**config.mk**
```make
export PLATFORM = sky130hd
export DESIGN_NAME = pwm_duty_from_alpha_beta_top_flat
export DESIGN_NICKNAME = d
export VERILOG_FILES = /design/src/rtl/pdab_pkg.sv /design/src/rtl/pdab_if.sv /design/src/rtl/pwm_duty_from_alpha_beta_top.sv /design/src/rtl/pdab_front.sv /design/src/rtl/pdab_div_stage.sv /design/src/rtl/pdab_back.sv /design/src/flat_wrapper.sv
export SDC_FILE = /design/constraint.sdc
export NUM_CORES = 2
export LEC_CHECK = 0
export BUFFER_PORTS_ARGS = -buffer_cell sky130_fd_sc_hd__buf_2
export CAP_MARGIN = 20
export CORE_ASPECT_RATIO = 0.5
export CORE_MARGIN = 4
export CORE_UTILIZATION = 68
export CTS_BUF_LIST = sky130_fd_sc_hd__clkbuf_4
export CTS_CLUSTER_DIAMETER = 60
export DETAILED_ROUTE_END_ITERATION = 6
export PLACE_DENSITY = 0.85
export SLEW_MARGIN = 0
export SYNTH_ARGS = -nofsm -noshare
export SYNTH_HDL_FRONTEND = slang
export SYNTH_SLANG_ARGS = --single-unit
```
**constraint.sdc**
```tcl
create_clock -name clk -period 15.11 [get_ports clk]
set_clock_uncertainty 0.2 [all_clocks]
set_input_delay 2.2665 -clock clk [delete_from_list [all_inputs] [get_ports clk]]
set_output_delay 2.2665 -clock clk [all_outputs]
set_load 0.03 [all_outputs]
```
**src/rtl/pdab_pkg.sv**
```systemverilog
// Shared widths, constants and pipeline payload types for the PWM duty block.
package pdab_pkg;

  localparam int unsigned DATA_W     = 16;
  localparam int unsigned PHASES     = 3;
  localparam int unsigned DIV_BITS   = 2;
  localparam int unsigned DIV_STAGES = DATA_W / DIV_BITS;

  localparam logic [15:0] SQRT3_HALF_Q16 = 16'd56756;
  localparam logic [15:0] MOD_MIN_Q15    = 16'd3277;
  localparam logic [15:0] MOD_MAX_Q15    = 16'd32768;
  localparam logic [15:0] HALF_Q15       = 16'd16384;
  localparam logic [15:0] BUS_MIN_Q8     = 16'd256;

  localparam logic STATUS_OK       = 1'b0;
  localparam logic STATUS_LOW_BUS  = 1'b1;

  // one phase in flight through the divider: dq holds the remaining
  // dividend bits on top and collects quotient bits from the bottom
  typedef struct packed {
    logic        neg;
    logic        sat;
    logic [15:0] rem;
    logic [15:0] dq;
  } pdab_lane_t;

  typedef struct packed {
    pdab_lane_t [PHASES-1:0] lane;
    logic [15:0]             bus;
    logic                    low_bus;
  } pdab_work_t;

endpackage

```
**src/rtl/pdab_if.sv**
```systemverilog
// Valid/ready channel interfaces for the voltage vector input and the duty result.
interface pdab_in_if;
  logic               valid;
  logic               ready;
  logic signed [15:0] volt_alpha;
  logic signed [15:0] volt_beta;
  logic [15:0]        bus_voltage;

  modport source (output valid, output volt_alpha, output volt_beta,
                  output bus_voltage, input ready);
  modport sink   (input valid, input volt_alpha, input volt_beta,
                  input bus_voltage, output ready);
endinterface

interface pdab_out_if;
  logic        valid;
  logic        ready;
  logic [15:0] duty_a;
  logic [15:0] duty_b;
  logic [15:0] duty_c;
  logic        status;

  modport source (output valid, output duty_a, output duty_b, output duty_c,
                  output status, input ready);
  modport sink   (input valid, input duty_a, input duty_b, input duty_c,
                  input status, output ready);
endinterface

```
**src/rtl/pwm_duty_from_alpha_beta_top.sv**
```systemverilog
// Top level: three-phase PWM duty from an alpha/beta voltage vector and bus voltage.
// Pipeline stages: 4 transform, 8 divider of 2 bits, 1 output.
// Throughput: one item per cycle while the output side is ready; each stage stalls only
//   when it is full and the stage after it is blocked, so bubbles are squeezed out.
// Reset clears all valid bits and sets the modulation limit to full scale.
module pwm_duty_from_alpha_beta_top (
  input  logic        clk,
  input  logic        rst_n,
  pdab_in_if.sink     in_ch,
  pdab_out_if.source  out_ch,
  input  logic        cfg_we,
  input  logic [15:0] cfg_wdata
);

  logic                 dv_vld  [pdab_pkg::DIV_STAGES+1];
  logic                 dv_rdy  [pdab_pkg::DIV_STAGES+1];
  pdab_pkg::pdab_work_t dv_data [pdab_pkg::DIV_STAGES+1];

  pdab_front u_front (
    .clk       (clk),
    .rst_n     (rst_n),
    .in_ch     (in_ch),
    .out_valid (dv_vld[0]),
    .out_ready (dv_rdy[0]),
    .out_data  (dv_data[0])
  );

  for (genvar g = 0; g < pdab_pkg::DIV_STAGES; g++) begin : g_div
    pdab_div_stage u_div (
      .clk       (clk),
      .rst_n     (rst_n),
      .in_valid  (dv_vld[g]),
      .in_ready  (dv_rdy[g]),
      .in_data   (dv_data[g]),
      .out_valid (dv_vld[g+1]),
      .out_ready (dv_rdy[g+1]),
      .out_data  (dv_data[g+1])
    );
  end

  pdab_back u_back (
    .clk       (clk),
    .rst_n     (rst_n),
    .in_valid  (dv_vld[pdab_pkg::DIV_STAGES]),
    .in_ready  (dv_rdy[pdab_pkg::DIV_STAGES]),
    .in_data   (dv_data[pdab_pkg::DIV_STAGES]),
    .cfg_we    (cfg_we),
    .cfg_wdata (cfg_wdata),
    .out_ch    (out_ch)
  );

endmodule

```
**src/rtl/pdab_front.sv**
```systemverilog
// Inverse Clarke transform and divider setup: four pipeline stages.
module pdab_front (
  input  logic                clk,
  input  logic                rst_n,
  pdab_in_if.sink             in_ch,
  output logic                out_valid,
  input  logic                out_ready,
  output pdab_pkg::pdab_work_t out_data
);

  localparam int unsigned NSTG = 4;

  logic [NSTG-1:0] vld_r;
  logic [NSTG-1:0] adv;

  logic signed [15:0] alpha1_r;
  logic signed [32:0] pb1_r;
  logic [15:0]        bus1_r;
  logic signed [32:0] pb_nxt;

  logic signed [32:0] v2_r   [pdab_pkg::PHASES];
  logic signed [32:0] v2_nxt [pdab_pkg::PHASES];
  logic [15:0]        bus2_r;
  logic signed [32:0] a_ext;
  logic signed [32:0] ah;

  logic [pdab_pkg::PHASES-1:0] neg3_r;
  logic [pdab_pkg::PHASES-1:0] neg3_nxt;
  logic [32:0]        num3_r   [pdab_pkg::PHASES];
  logic [32:0]        num3_nxt [pdab_pkg::PHASES];
  logic [15:0]        bus3_r;
  logic [32:0]        h;

  pdab_pkg::pdab_work_t work4_r;
  pdab_pkg::pdab_work_t work4_nxt;

  // each stage moves when it is empty or the next one takes its item
  always_comb begin
    adv[NSTG-1] = !vld_r[NSTG-1] || out_ready;
    for (int k = NSTG - 2; k >= 0; k--) begin
      adv[k] = !vld_r[k] || adv[k+1];
    end
  end

  assign in_ch.ready = adv[0];

  // stage 1: beta * sqrt3/2
  assign pb_nxt = $signed(in_ch.volt_beta) * $signed({1'b0, pdab_pkg::SQRT3_HALF_Q16});

  // stage 2: phase voltages at 2^-24 V
  always_comb begin
    a_ext     = 33'(alpha1_r);
    ah        = a_ext <<< 15;
    v2_nxt[0] = a_ext <<< 16;
    v2_nxt[1] = pb1_r - ah;
    v2_nxt[2] = -ah - pb1_r;
  end

  // stage 3: magnitude plus half the divisor, in one add
  always_comb begin
    h = {18'd0, bus2_r[15:1]};
    for (int p = 0; p < pdab_pkg::PHASES; p++) begin
      neg3_nxt[p] = v2_r[p][32];
      num3_nxt[p] = neg3_nxt[p] ? (h - $unsigned(v2_r[p])) : ($unsigned(v2_r[p]) + h);
    end
  end

  // stage 4: quotient above 16 bits only saturates the duty
  always_comb begin
    work4_nxt.bus     = bus3_r;
    work4_nxt.low_bus = bus3_r < pdab_pkg::BUS_MIN_Q8;
    for (int p = 0; p < pdab_pkg::PHASES; p++) begin
      work4_nxt.lane[p].neg = neg3_r[p];
      work4_nxt.lane[p].sat = num3_r[p][32:16] >= {1'b0, bus3_r};
      work4_nxt.lane[p].rem = num3_r[p][31:16];
      work4_nxt.lane[p].dq  = num3_r[p][15:0];
    end
  end

  always_ff @(posedge clk) begin
    if (!rst_n) begin
      vld_r <= '0;
    end else begin
      if (adv[0]) vld_r[0] <= in_ch.valid;
      for (int k = 1; k < NSTG; k++) begin
        if (adv[k]) vld_r[k] <= vld_r[k-1];
      end
    end
  end

  always_ff @(posedge clk) begin
    if (adv[0]) begin
      alpha1_r <= in_ch.volt_alpha;
      pb1_r    <= pb_nxt;
      bus1_r   <= in_ch.bus_voltage;
    end
    if (adv[1]) begin
      v2_r   <= v2_nxt;
      bus2_r <= bus1_r;
    end
    if (adv[2]) begin
      neg3_r <= neg3_nxt;
      num3_r <= num3_nxt;
      bus3_r <= bus2_r;
    end
    if (adv[3]) begin
      work4_r <= work4_nxt;
    end
  end

  assign out_valid = vld_r[NSTG-1];
  assign out_data  = work4_r;

endmodule

```
**src/rtl/pdab_div_stage.sv**
```systemverilog
// One restoring-division stage: DIV_BITS quotient bits for each phase.
module pdab_div_stage (
  input  logic                 clk,
  input  logic                 rst_n,
  input  logic                 in_valid,
  output logic                 in_ready,
  input  pdab_pkg::pdab_work_t in_data,
  output logic                 out_valid,
  input  logic                 out_ready,
  output pdab_pkg::pdab_work_t out_data
);

  logic                 vld_r;
  pdab_pkg::pdab_work_t work_r;
  pdab_pkg::pdab_work_t work_nxt;

  logic [15:0] rem;
  logic [15:0] dq;
  logic [16:0] trial;
  logic [16:0] diff;
  logic        take;

  assign in_ready = !vld_r || out_ready;

  always_comb begin
    work_nxt = in_data;
    rem      = '0;
    dq       = '0;
    trial    = '0;
    diff     = '0;
    take     = 1'b0;
    for (int p = 0; p < pdab_pkg::PHASES; p++) begin
      rem = in_data.lane[p].rem;
      dq  = in_data.lane[p].dq;
      for (int s = 0; s < pdab_pkg::DIV_BITS; s++) begin
        trial = {rem, dq[15]};
        diff  = trial - {1'b0, in_data.bus};
        take  = trial >= {1'b0, in_data.bus};
        rem   = take ? diff[15:0] : trial[15:0];
        dq    = {dq[14:0], take};
      end
      work_nxt.lane[p].rem = rem;
      work_nxt.lane[p].dq  = dq;
    end
  end

  always_ff @(posedge clk) begin
    if (!rst_n) begin
      vld_r <= 1'b0;
    end else if (in_ready) begin
      vld_r <= in_valid;
    end
  end

  always_ff @(posedge clk) begin
    if (in_ready) begin
      work_r <= work_nxt;
    end
  end

  assign out_valid = vld_r;
  assign out_data  = work_r;

  // partial remainder stays below the divisor unless the quotient saturates
  a_rem_below_bus_0 : assert property (@(posedge clk) disable iff (!rst_n)
    vld_r && !work_r.lane[0].sat |-> work_r.lane[0].rem < work_r.bus)
    else $error("phase a remainder not below bus");
  a_rem_below_bus_1 : assert property (@(posedge clk) disable iff (!rst_n)
    vld_r && !work_r.lane[1].sat |-> work_r.lane[1].rem < work_r.bus)
    else $error("phase b remainder not below bus");
  a_rem_below_bus_2 : assert property (@(posedge clk) disable iff (!rst_n)
    vld_r && !work_r.lane[2].sat |-> work_r.lane[2].rem < work_r.bus)
    else $error("phase c remainder not below bus");

endmodule

```
**src/rtl/pdab_back.sv**
```systemverilog
// Duty offset, modulation clamp, low-bus zeroing and output register; holds the limit register.
module pdab_back (
  input  logic                 clk,
  input  logic                 rst_n,
  input  logic                 in_valid,
  output logic                 in_ready,
  input  pdab_pkg::pdab_work_t in_data,
  input  logic                 cfg_we,
  input  logic [15:0]          cfg_wdata,
  pdab_out_if.source           out_ch
);

  logic [15:0] lo_r;
  logic [15:0] hi_r;
  logic [15:0] lo_nxt;
  logic [15:0] hi_nxt;
  logic [15:0] mod;
  logic [16:0] half;

  logic        out_valid_r;
  logic [15:0] duty_r   [pdab_pkg::PHASES];
  logic [15:0] duty_nxt [pdab_pkg::PHASES];
  logic        status_r;
  logic [15:0] q;
  logic signed [17:0] d;

  // limits are worked out once per register write
  always_comb begin
    mod = cfg_wdata;
    if (cfg_wdata < pdab_pkg::MOD_MIN_Q15) mod = pdab_pkg::MOD_MIN_Q15;
    if (cfg_wdata > pdab_pkg::MOD_MAX_Q15) mod = pdab_pkg::MOD_MAX_Q15;
    half   = ({1'b0, mod} + 17'd1) >> 1;
    lo_nxt = pdab_pkg::HALF_Q15 - half[15:0];
    hi_nxt = pdab_pkg::HALF_Q15 + half[15:0];
  end

  always_ff @(posedge clk) begin
    if (!rst_n) begin
      lo_r <= '0;
      hi_r <= pdab_pkg::MOD_MAX_Q15;
    end else if (cfg_we) begin
      lo_r <= lo_nxt;
      hi_r <= hi_nxt;
    end
  end

  always_comb begin
    q = '0;
    d = '0;
    for (int p = 0; p < pdab_pkg::PHASES; p++) begin
      q = in_data.lane[p].sat ? '1 : in_data.lane[p].dq;
      d = in_data.lane[p].neg ? ($signed({2'b00, pdab_pkg::HALF_Q15}) - $signed({2'b00, q}))
                              : ($signed({2'b00, pdab_pkg::HALF_Q15}) + $signed({2'b00, q}));
      if (d < $signed({2'b00, lo_r})) begin
        duty_nxt[p] = lo_r;
      end else if (d > $signed({2'b00, hi_r})) begin
        duty_nxt[p] = hi_r;
      end else begin
        duty_nxt[p] = d[15:0];
      end
      if (in_data.low_bus) duty_nxt[p] = '0;
    end
  end

  assign in_ready = !out_valid_r || out_ch.ready;

  always_ff @(posedge clk) begin
    if (!rst_n) begin
      out_valid_r <= 1'b0;
    end else if (in_ready) begin
      out_valid_r <= in_valid;
    end
  end

  always_ff @(posedge clk) begin
    if (in_ready) begin
      duty_r   <= duty_nxt;
      status_r <= in_data.low_bus ? pdab_pkg::STATUS_LOW_BUS : pdab_pkg::STATUS_OK;
    end
  end

  assign out_ch.valid  = out_valid_r;
  assign out_ch.duty_a = duty_r[0];
  assign out_ch.duty_b = duty_r[1];
  assign out_ch.duty_c = duty_r[2];
  assign out_ch.status = status_r;

  // limits are always symmetric about one half
  a_limits_symmetric : assert property (@(posedge clk) disable iff (!rst_n)
    (17'(lo_r) + 17'(hi_r)) == {pdab_pkg::HALF_Q15, 1'b0})
    else $error("duty limits not centered");

  a_duty_a_in_limits : assert property (@(posedge clk) disable iff (!rst_n)
    out_valid_r && status_r == pdab_pkg::STATUS_OK |-> duty_r[0] >= lo_r && duty_r[0] <= hi_r)
    else $error("phase a duty outside limits");

  a_low_bus_zero : assert property (@(posedge clk) disable iff (!rst_n)
    out_valid_r && status_r == pdab_pkg::STATUS_LOW_BUS
      |-> duty_r[0] == '0 && duty_r[1] == '0 && duty_r[2] == '0)
    else $error("low bus result with nonzero duty");

endmodule

```
**src/flat_wrapper.sv**
```systemverilog
// flat-port wrapper written by rule: the top's interface ports become plain ports
module pwm_duty_from_alpha_beta_top_flat 
  (clk, rst_n, cfg_we, cfg_wdata, in_ch_valid, in_ch_volt_alpha, in_ch_volt_beta, in_ch_bus_voltage, in_ch_ready, out_ch_valid, out_ch_duty_a, out_ch_duty_b, out_ch_duty_c, out_ch_status, out_ch_ready);
  pdab_in_if in_ch_i ();
  pdab_out_if out_ch_i ();
  input  logic clk;
  input  logic rst_n;
  input  logic cfg_we;
  input  logic [15:0] cfg_wdata;
  input wire logic [$bits(in_ch_i.valid)-1:0] in_ch_valid;
  input wire logic [$bits(in_ch_i.volt_alpha)-1:0] in_ch_volt_alpha;
  input wire logic [$bits(in_ch_i.volt_beta)-1:0] in_ch_volt_beta;
  input wire logic [$bits(in_ch_i.bus_voltage)-1:0] in_ch_bus_voltage;
  output wire logic [$bits(in_ch_i.ready)-1:0] in_ch_ready;
  output wire logic [$bits(out_ch_i.valid)-1:0] out_ch_valid;
  output wire logic [$bits(out_ch_i.duty_a)-1:0] out_ch_duty_a;
  output wire logic [$bits(out_ch_i.duty_b)-1:0] out_ch_duty_b;
  output wire logic [$bits(out_ch_i.duty_c)-1:0] out_ch_duty_c;
  output wire logic [$bits(out_ch_i.status)-1:0] out_ch_status;
  input wire logic [$bits(out_ch_i.ready)-1:0] out_ch_ready;
  assign in_ch_i.valid = in_ch_valid;
  assign in_ch_i.volt_alpha = in_ch_volt_alpha;
  assign in_ch_i.volt_beta = in_ch_volt_beta;
  assign in_ch_i.bus_voltage = in_ch_bus_voltage;
  assign in_ch_ready = in_ch_i.ready;
  assign out_ch_valid = out_ch_i.valid;
  assign out_ch_duty_a = out_ch_i.duty_a;
  assign out_ch_duty_b = out_ch_i.duty_b;
  assign out_ch_duty_c = out_ch_i.duty_c;
  assign out_ch_status = out_ch_i.status;
  assign out_ch_i.ready = out_ch_ready;
  pwm_duty_from_alpha_beta_top u_core (.clk(clk), .rst_n(rst_n), .in_ch(in_ch_i), .out_ch(out_ch_i), .cfg_we(cfg_we), .cfg_wdata(cfg_wdata));
endmodule
```
* Word-level counts from Yosys, hierarchy flattened
Cells that the tools add are included.
** Operators by class
- Reduce and logical (&&, ||, !) cells :: 26
- Bitwise operators :: 0
- Divide/modulo/power cells :: 0
- Shift operators :: 0
- Muxes and demuxes :: 63
- $add $sub $neg :: 63
- Multiply operators :: 1
- Eq/ne operators :: 0
- Magnitude comparators :: 60
** Operators with widths (number)
- two-way mux 16 bit :: 56
- >= comparator 17 x 16 -> 1 bit :: 51
- subtractor 16 bit :: 45
- two-way mux 33 bit :: 3
- adder 33 x 15 -> 33 bit :: 2
- subtractor 15 x 33 -> 33 bit :: 2
- greater-than comparator 18 x 17 -> 1 bit :: 3
- less-than comparator 18 x 17 -> 1 bit :: 3
- two-way mux 18 bit :: 3
- adder 15 x 16 -> 17 bit (first input constant) :: 3
- subtractor 15 x 16 -> 17 bit (first input constant) :: 3
- adder 32 x 16 -> 33 bit :: 1
- negator 31 -> 33 bit :: 1
- subtractor 16 x 32 -> 33 bit :: 1
- subtractor 33 x 31 -> 33 bit :: 1
- subtractor 33 bit :: 1
- multiplier 16 x 15 -> 31 bit (second input constant) :: 1
- adder 16 x 1 -> 17 bit (second input constant) :: 1
- adder 15 x 16 -> 16 bit (first input constant) :: 1
- greater-than comparator 16 bit (second input constant) :: 1
- less-than comparator 16 x 12 -> 1 bit (second input constant) :: 1
- less-than comparator 16 x 9 -> 1 bit (second input constant) :: 1
- subtractor 15 x 16 -> 16 bit (first input constant) :: 1
- zero test 1 bit :: 13
- other kinds (2) :: 14
** Word-level totals
- Memory bits (read-only) :: 0
- Word-level logic and storage cells :: 366
- Bits in latches :: 0
- Memories kept :: 0
- Input bits :: 69
- Register bits after elaboration :: 1380
- Output and inout bits :: 51
- Memory bits (writable) :: 0

* Logic depth before layout (Yosys ltp)
- Word-level depth :: 14
- Gate-level depth with buffers :: 26
- Depth with buffers taken out :: 23

* Cells and area by module
Synthesis repeated with hierarchy kept, for this count alone.
** Unflattened totals
- Cells, all modules :: 9886
- Area total of the unflattened synthesis :: 105409.8 um^2
** By module, submodules not included
- pdab_div_stage at u_core.g_div[2].u_div ... :: times used 3, sequential area each 3593.4 um^2, cells an instance 861, area each 9173.8 um^2
- pdab_div_stage at u_core.g_div[0].u_div ... :: times used 3, sequential area each 3593.4 um^2, cells an instance 849, area each 9092.5 um^2
- pdab_front :: times used 1, sequential area each 10620.2 um^2, cells an instance 2074, area each 23896.7 um^2
- pdab_div_stage at u_core.g_div[1].u_div :: times used 1, sequential area each 3593.4 um^2, cells an instance 837, area each 9168.8 um^2
- pdab_div_stage at u_core.g_div[5].u_div :: times used 1, sequential area each 3593.4 um^2, cells an instance 854, area each 9118.7 um^2
- pdab_back :: times used 1, sequential area each 2112.0 um^2, cells an instance 991, area each 8426.8 um^2

* Worst setup path after synthesis
Ideal clock, no wire load.
- Path type :: input -> output
- Start point :: in out_ch_ready
- End point :: out in_ch_ready
- Stages on the path :: 10
- Required time :: 12644 ps
- Path buffers :: 0
- Arrival :: 6368 ps
- Slack :: 6276 ps
- Cell sequence :: nor2b_1 > and2_1 > inv_1 > nor2_1 > and2_1 > and3_1 > and2_1 > and3_1 > and2_1 > nand2_1
** Between the ends
- Cells in the longest elaborated chain, start to end :: 13
** RTL lines
- from (decl) :: RTL line flat_wrapper.sv:20 : input wire logic [$bits(out_ch_i.ready)-1:0] out_ch_ready;
- logical OR 1 bit :: RTL line pdab_back.sv:65 : assign in_ready = !out_valid_r || out_ch.ready;
- logical OR 1 bit :: RTL line pdab_div_stage.sv:23 : assign in_ready = !vld_r || out_ready;
- net u_core.g_div[6].u_div.out_ready :: RTL line pdab_div_stage.sv:9 : input logic out_ready,
- logical OR 1 bit (7 in a row) :: RTL line pdab_div_stage.sv:23
- logical OR 1 bit :: RTL line pdab_front.sv:39 : adv[NSTG-1] = !vld_r[NSTG-1] || out_ready;
- logical OR 1 bit (3 in a row) :: RTL line pdab_front.sv:41 : adv[k] = !vld_r[k] || adv[k+1];
- to (decl) :: RTL line flat_wrapper.sv:14 : output wire logic [$bits(in_ch_i.ready)-1:0] in_ch_ready;
The timed path passes the listed nets, and every way through them passes these cells.

* Worst setup path in the final report
Same ends and word-level chain as after synthesis.

==> results.ini <==
[critical_path]
crit_type = primary input to output port
crit_path_end_kind = output port
crit_path_end = in_ch_ready
r2r_slack_ns = 7.82
reg2regPathDepth = 21
reg2reg_from = u_core.g_div[5].u_div.out_data[31]
critPathMaxFanout = 56
cp.required_ns = 12.64
cp.arrival_ns = 5.89
reg2reg_to = u_core.g_div[6].u_div.out_data[76]
critPathLaunchType = primary input
crit_start = out_ch_ready

[logic_synthesis]
synthArstFlopShare = 0
synth_top_family_by_area = adder cells
ys_seq_elements = 1242
yosysTopAreaCell = edfxtp_1
synth_edf_count = 1198
syn_area_per_cell_sq_um = 10.4
synth_commonest_cells = 1198 x edfxtp_1, 1116 x ha_1, 756 x nor2_1
synth_top_area_frac = 0.378
yosys_warnings = 0
synth_xor_area_frac = 0.0682
synth_compound_area_frac = 0.149
syn_area_sq_um = 95100
seq_area_frac_synth = 0.388
ys_dominant_reg_cell = edfxtp_1
synth_nets = 10465
synth_cells = 9115
synthMuxAreaShare = 0.0607
synthSimpleGateAreaFrac = 0.120
synth_fa_ha_area_frac = 0.182
synth_cell_type_count = 96
synth_most_common_cell = edfxtp_1
yosys-top-cells-area = edfxtp_1 38%, ha_1 15%, mux2_2 4.9%, xnor2_1 4.8%, a21oi_1 3.8%

[sta]
finalSetupViolations = 0
min_period_over_period = 0.553
rsz0062_at_grt = false
setup-tns-final_ns = 0
max_slew_margin = 0.229
final-hold-violation-count = 0
maxSlewViolCount = 0
finalCriticalPeriod_ns = 8.36
tightest_slew_ns = 1.15
max_freq_ghz = 0.120

[routing]
totalWireLength_mm = 234
ant_nets = 0
drt_pre_antenna_iters = 7
drc = 0
drt-initial-drc-count = 6734
num_vias = 72274
avgViaCountPerCell = 6.29
wire_per_inst_um = 20.4

[die]
ios = 120
die_y_um = 272
num_rows = 96
initial_core_util = 0.689
die_x_um = 537
die-area_sq_um = 146000
coreArea_sq_um = 138000

[clock_network]
cts_sinks = 1242
cts_tree = done
path_clk_slew_ns = 0.07
cts_resized = 0
clock-root-buffer = clkbuf_4
postCtsSetupBuffers = 0
insertion_delay_ns = 1.29
holdBufCountCts = 0
numCtsBuffers = 298
h-tree-depth = 5
cts_buffer_depth = 4

[placed_design]
dp_cells = 10991
gp_congestion = 0.976
io_buffers = 119
dp_hpwl_mm = 181

[finish]
drive_gt1_frac = 0.121
n_fill_cell = 9693
regArea_sq_um = 36900
finalNonFillerCells = 11497
nets = 10781
area_delta_synth_final_pct = 6.80
multi_input_area_sq_um = 55200

[grt]
grt_pass1_vias = 69217
gr-usage-all-layers = 0.314
grt_start_max_net_pins = 78
overflow = 0
antenna_found_initial = 5
grt_pass1_wl_mm = 367

[run_status]
status = finished clean

[hold_path]
min_path_type = flop to flop

[flow_run]
cap_violations = 0

## area by class of cell
type                    count  area share
flip-flops and latches   1242       0.363
inverters                 679      0.0252
clock inverters            83     0.00509
well taps                1862      0.0229
repair buffers            172     0.00993
diodes                      4   0.0000985
clock buffers             417      0.0308
multi-input cells        7038       0.543
## per-layer routing
metal / GRT usage / up-vias / part of all wire
met2: 0.500 / 2924 / 0.45
li1: - / 34654 / -
met1: 0.420 / 34047 / 0.42
met3: 0.0472 / 647 / 0.074
met4: 0.159 / 2 / 0.052
met5: 0 / - / 0.000056
## cell families after synthesis
family | Yosys count
AO/OA/AOI/OAI | 2197
XOR/XNOR | 741
multiplexers | 525
AND/OR/NAND/NOR | 2293
flip-flops | 1242
buffers and inverters | 835
other | 1
adder cells (fa/ha/maj) | 1281
## metrics by stage
stage | worst slack [ns] | area, sq um | utilization | hold slack, ns
after detailed placement | 6.24 | 97900 | 0.709 | 0.205
after CTS | 6.73 | 102000 | 0.736 | 0.170
after floorplan | 6.28 | 95100 | - | 0.200
final | 6.75 | 102000 | 0.736 | 0.185
after global placement | 6.33 | 97900 | 0.709 | 0.200
after global routing | 6.51 | 102000 | 0.736 | 0.186
## cell usage in the layout, fill, tap and decap left out, types with 107 or more instances in the layout
master,netlist,routed
a211oi_1,107,107
a21o_1,299,299
a21oi_1,714,713
buf_2,13,119
clkbuf_4,0,417
edfxtp_1,1198,1198
fa_1,165,165
ha_1,1116,1116
inv_1,679,671
mux2_2,417,417
mux2i_1,108,108
nand2_1,397,393
nand2b_1,117,117
nand3_1,125,124
nand4_1,164,164
nor2_1,756,756
nor2b_1,167,166
nor3_1,187,187
o21a_1,121,121
o21ai_0,356,355
xnor2_1,518,518
xor2_1,223,223
## registers in the layout, summed over array words and instances (netlist names), 13 cells and up
name,flops
u_core.u_front.bus2_r,16
u_core.u_back.out_ch.duty_a,16
u_core.u_front.out_data,98
u_core.u_back.out_ch.duty_c,16
u_core.u_back.out_ch.duty_b,16
u_core.u_front.num3_r,81
u_core.u_back.lo_r,16
u_core.u_front.pb1_r,31
u_core.u_front.bus1_r,16
u_core.u_back.hi_r,15
u_core.u_front.bus3_r,13
u_core.g_div.u_div.out_data,798
u_core.u_front.v2_r,75
u_core.u_front.alpha1_r,16
## worst min-delay path by stage
| stage | from | end | slack [ns] | cells after the start |
|---|---|---|---|---|
| 6_report | u_core.g_div[0].u_div.out_data[96] | u_core.g_div[1].u_div.out_data[98] | 0.18 | 0 |
| 5_1_grt | u_core.g_div[0].u_div.out_data[96] | u_core.g_div[1].u_div.out_data[98] | 0.19 | 0 |
| 4_1_cts | u_core.g_div[0].u_div.out_data[96] | u_core.g_div[1].u_div.out_data[98] | 0.17 | 0 |
| 3_5_place_dp | u_core.u_front.out_data[54] | u_core.g_div[0].u_div.out_data[56] | 0.20 | 0 |
| 3_3_place_gp | u_core.g_div[3].u_div.out_data[58] | u_core.g_div[4].u_div.out_data[60] | 0.20 | 0 |
| 2_1_floorplan | u_core.u_front.out_data[0] | u_core.g_div[0].u_div.out_data[0] | 0.20 | 0 |
## critical path, cell delays in order
cell	delay (ns)
buf_2	0.10
nor2b_1	0.17
and2_1	0.36
inv_2	0.04
buf_4	0.32
nor2_1	0.41
and2_1	0.39
and3_1	0.30
and2_1	0.34
and3_1	0.27
and2_1	0.30
nand2_4	0.29
buf_2	0.30
Power is left out: the tool's default activity adds up to more than one toggle a clock period on the data nets, which glitch-free logic cannot reach.
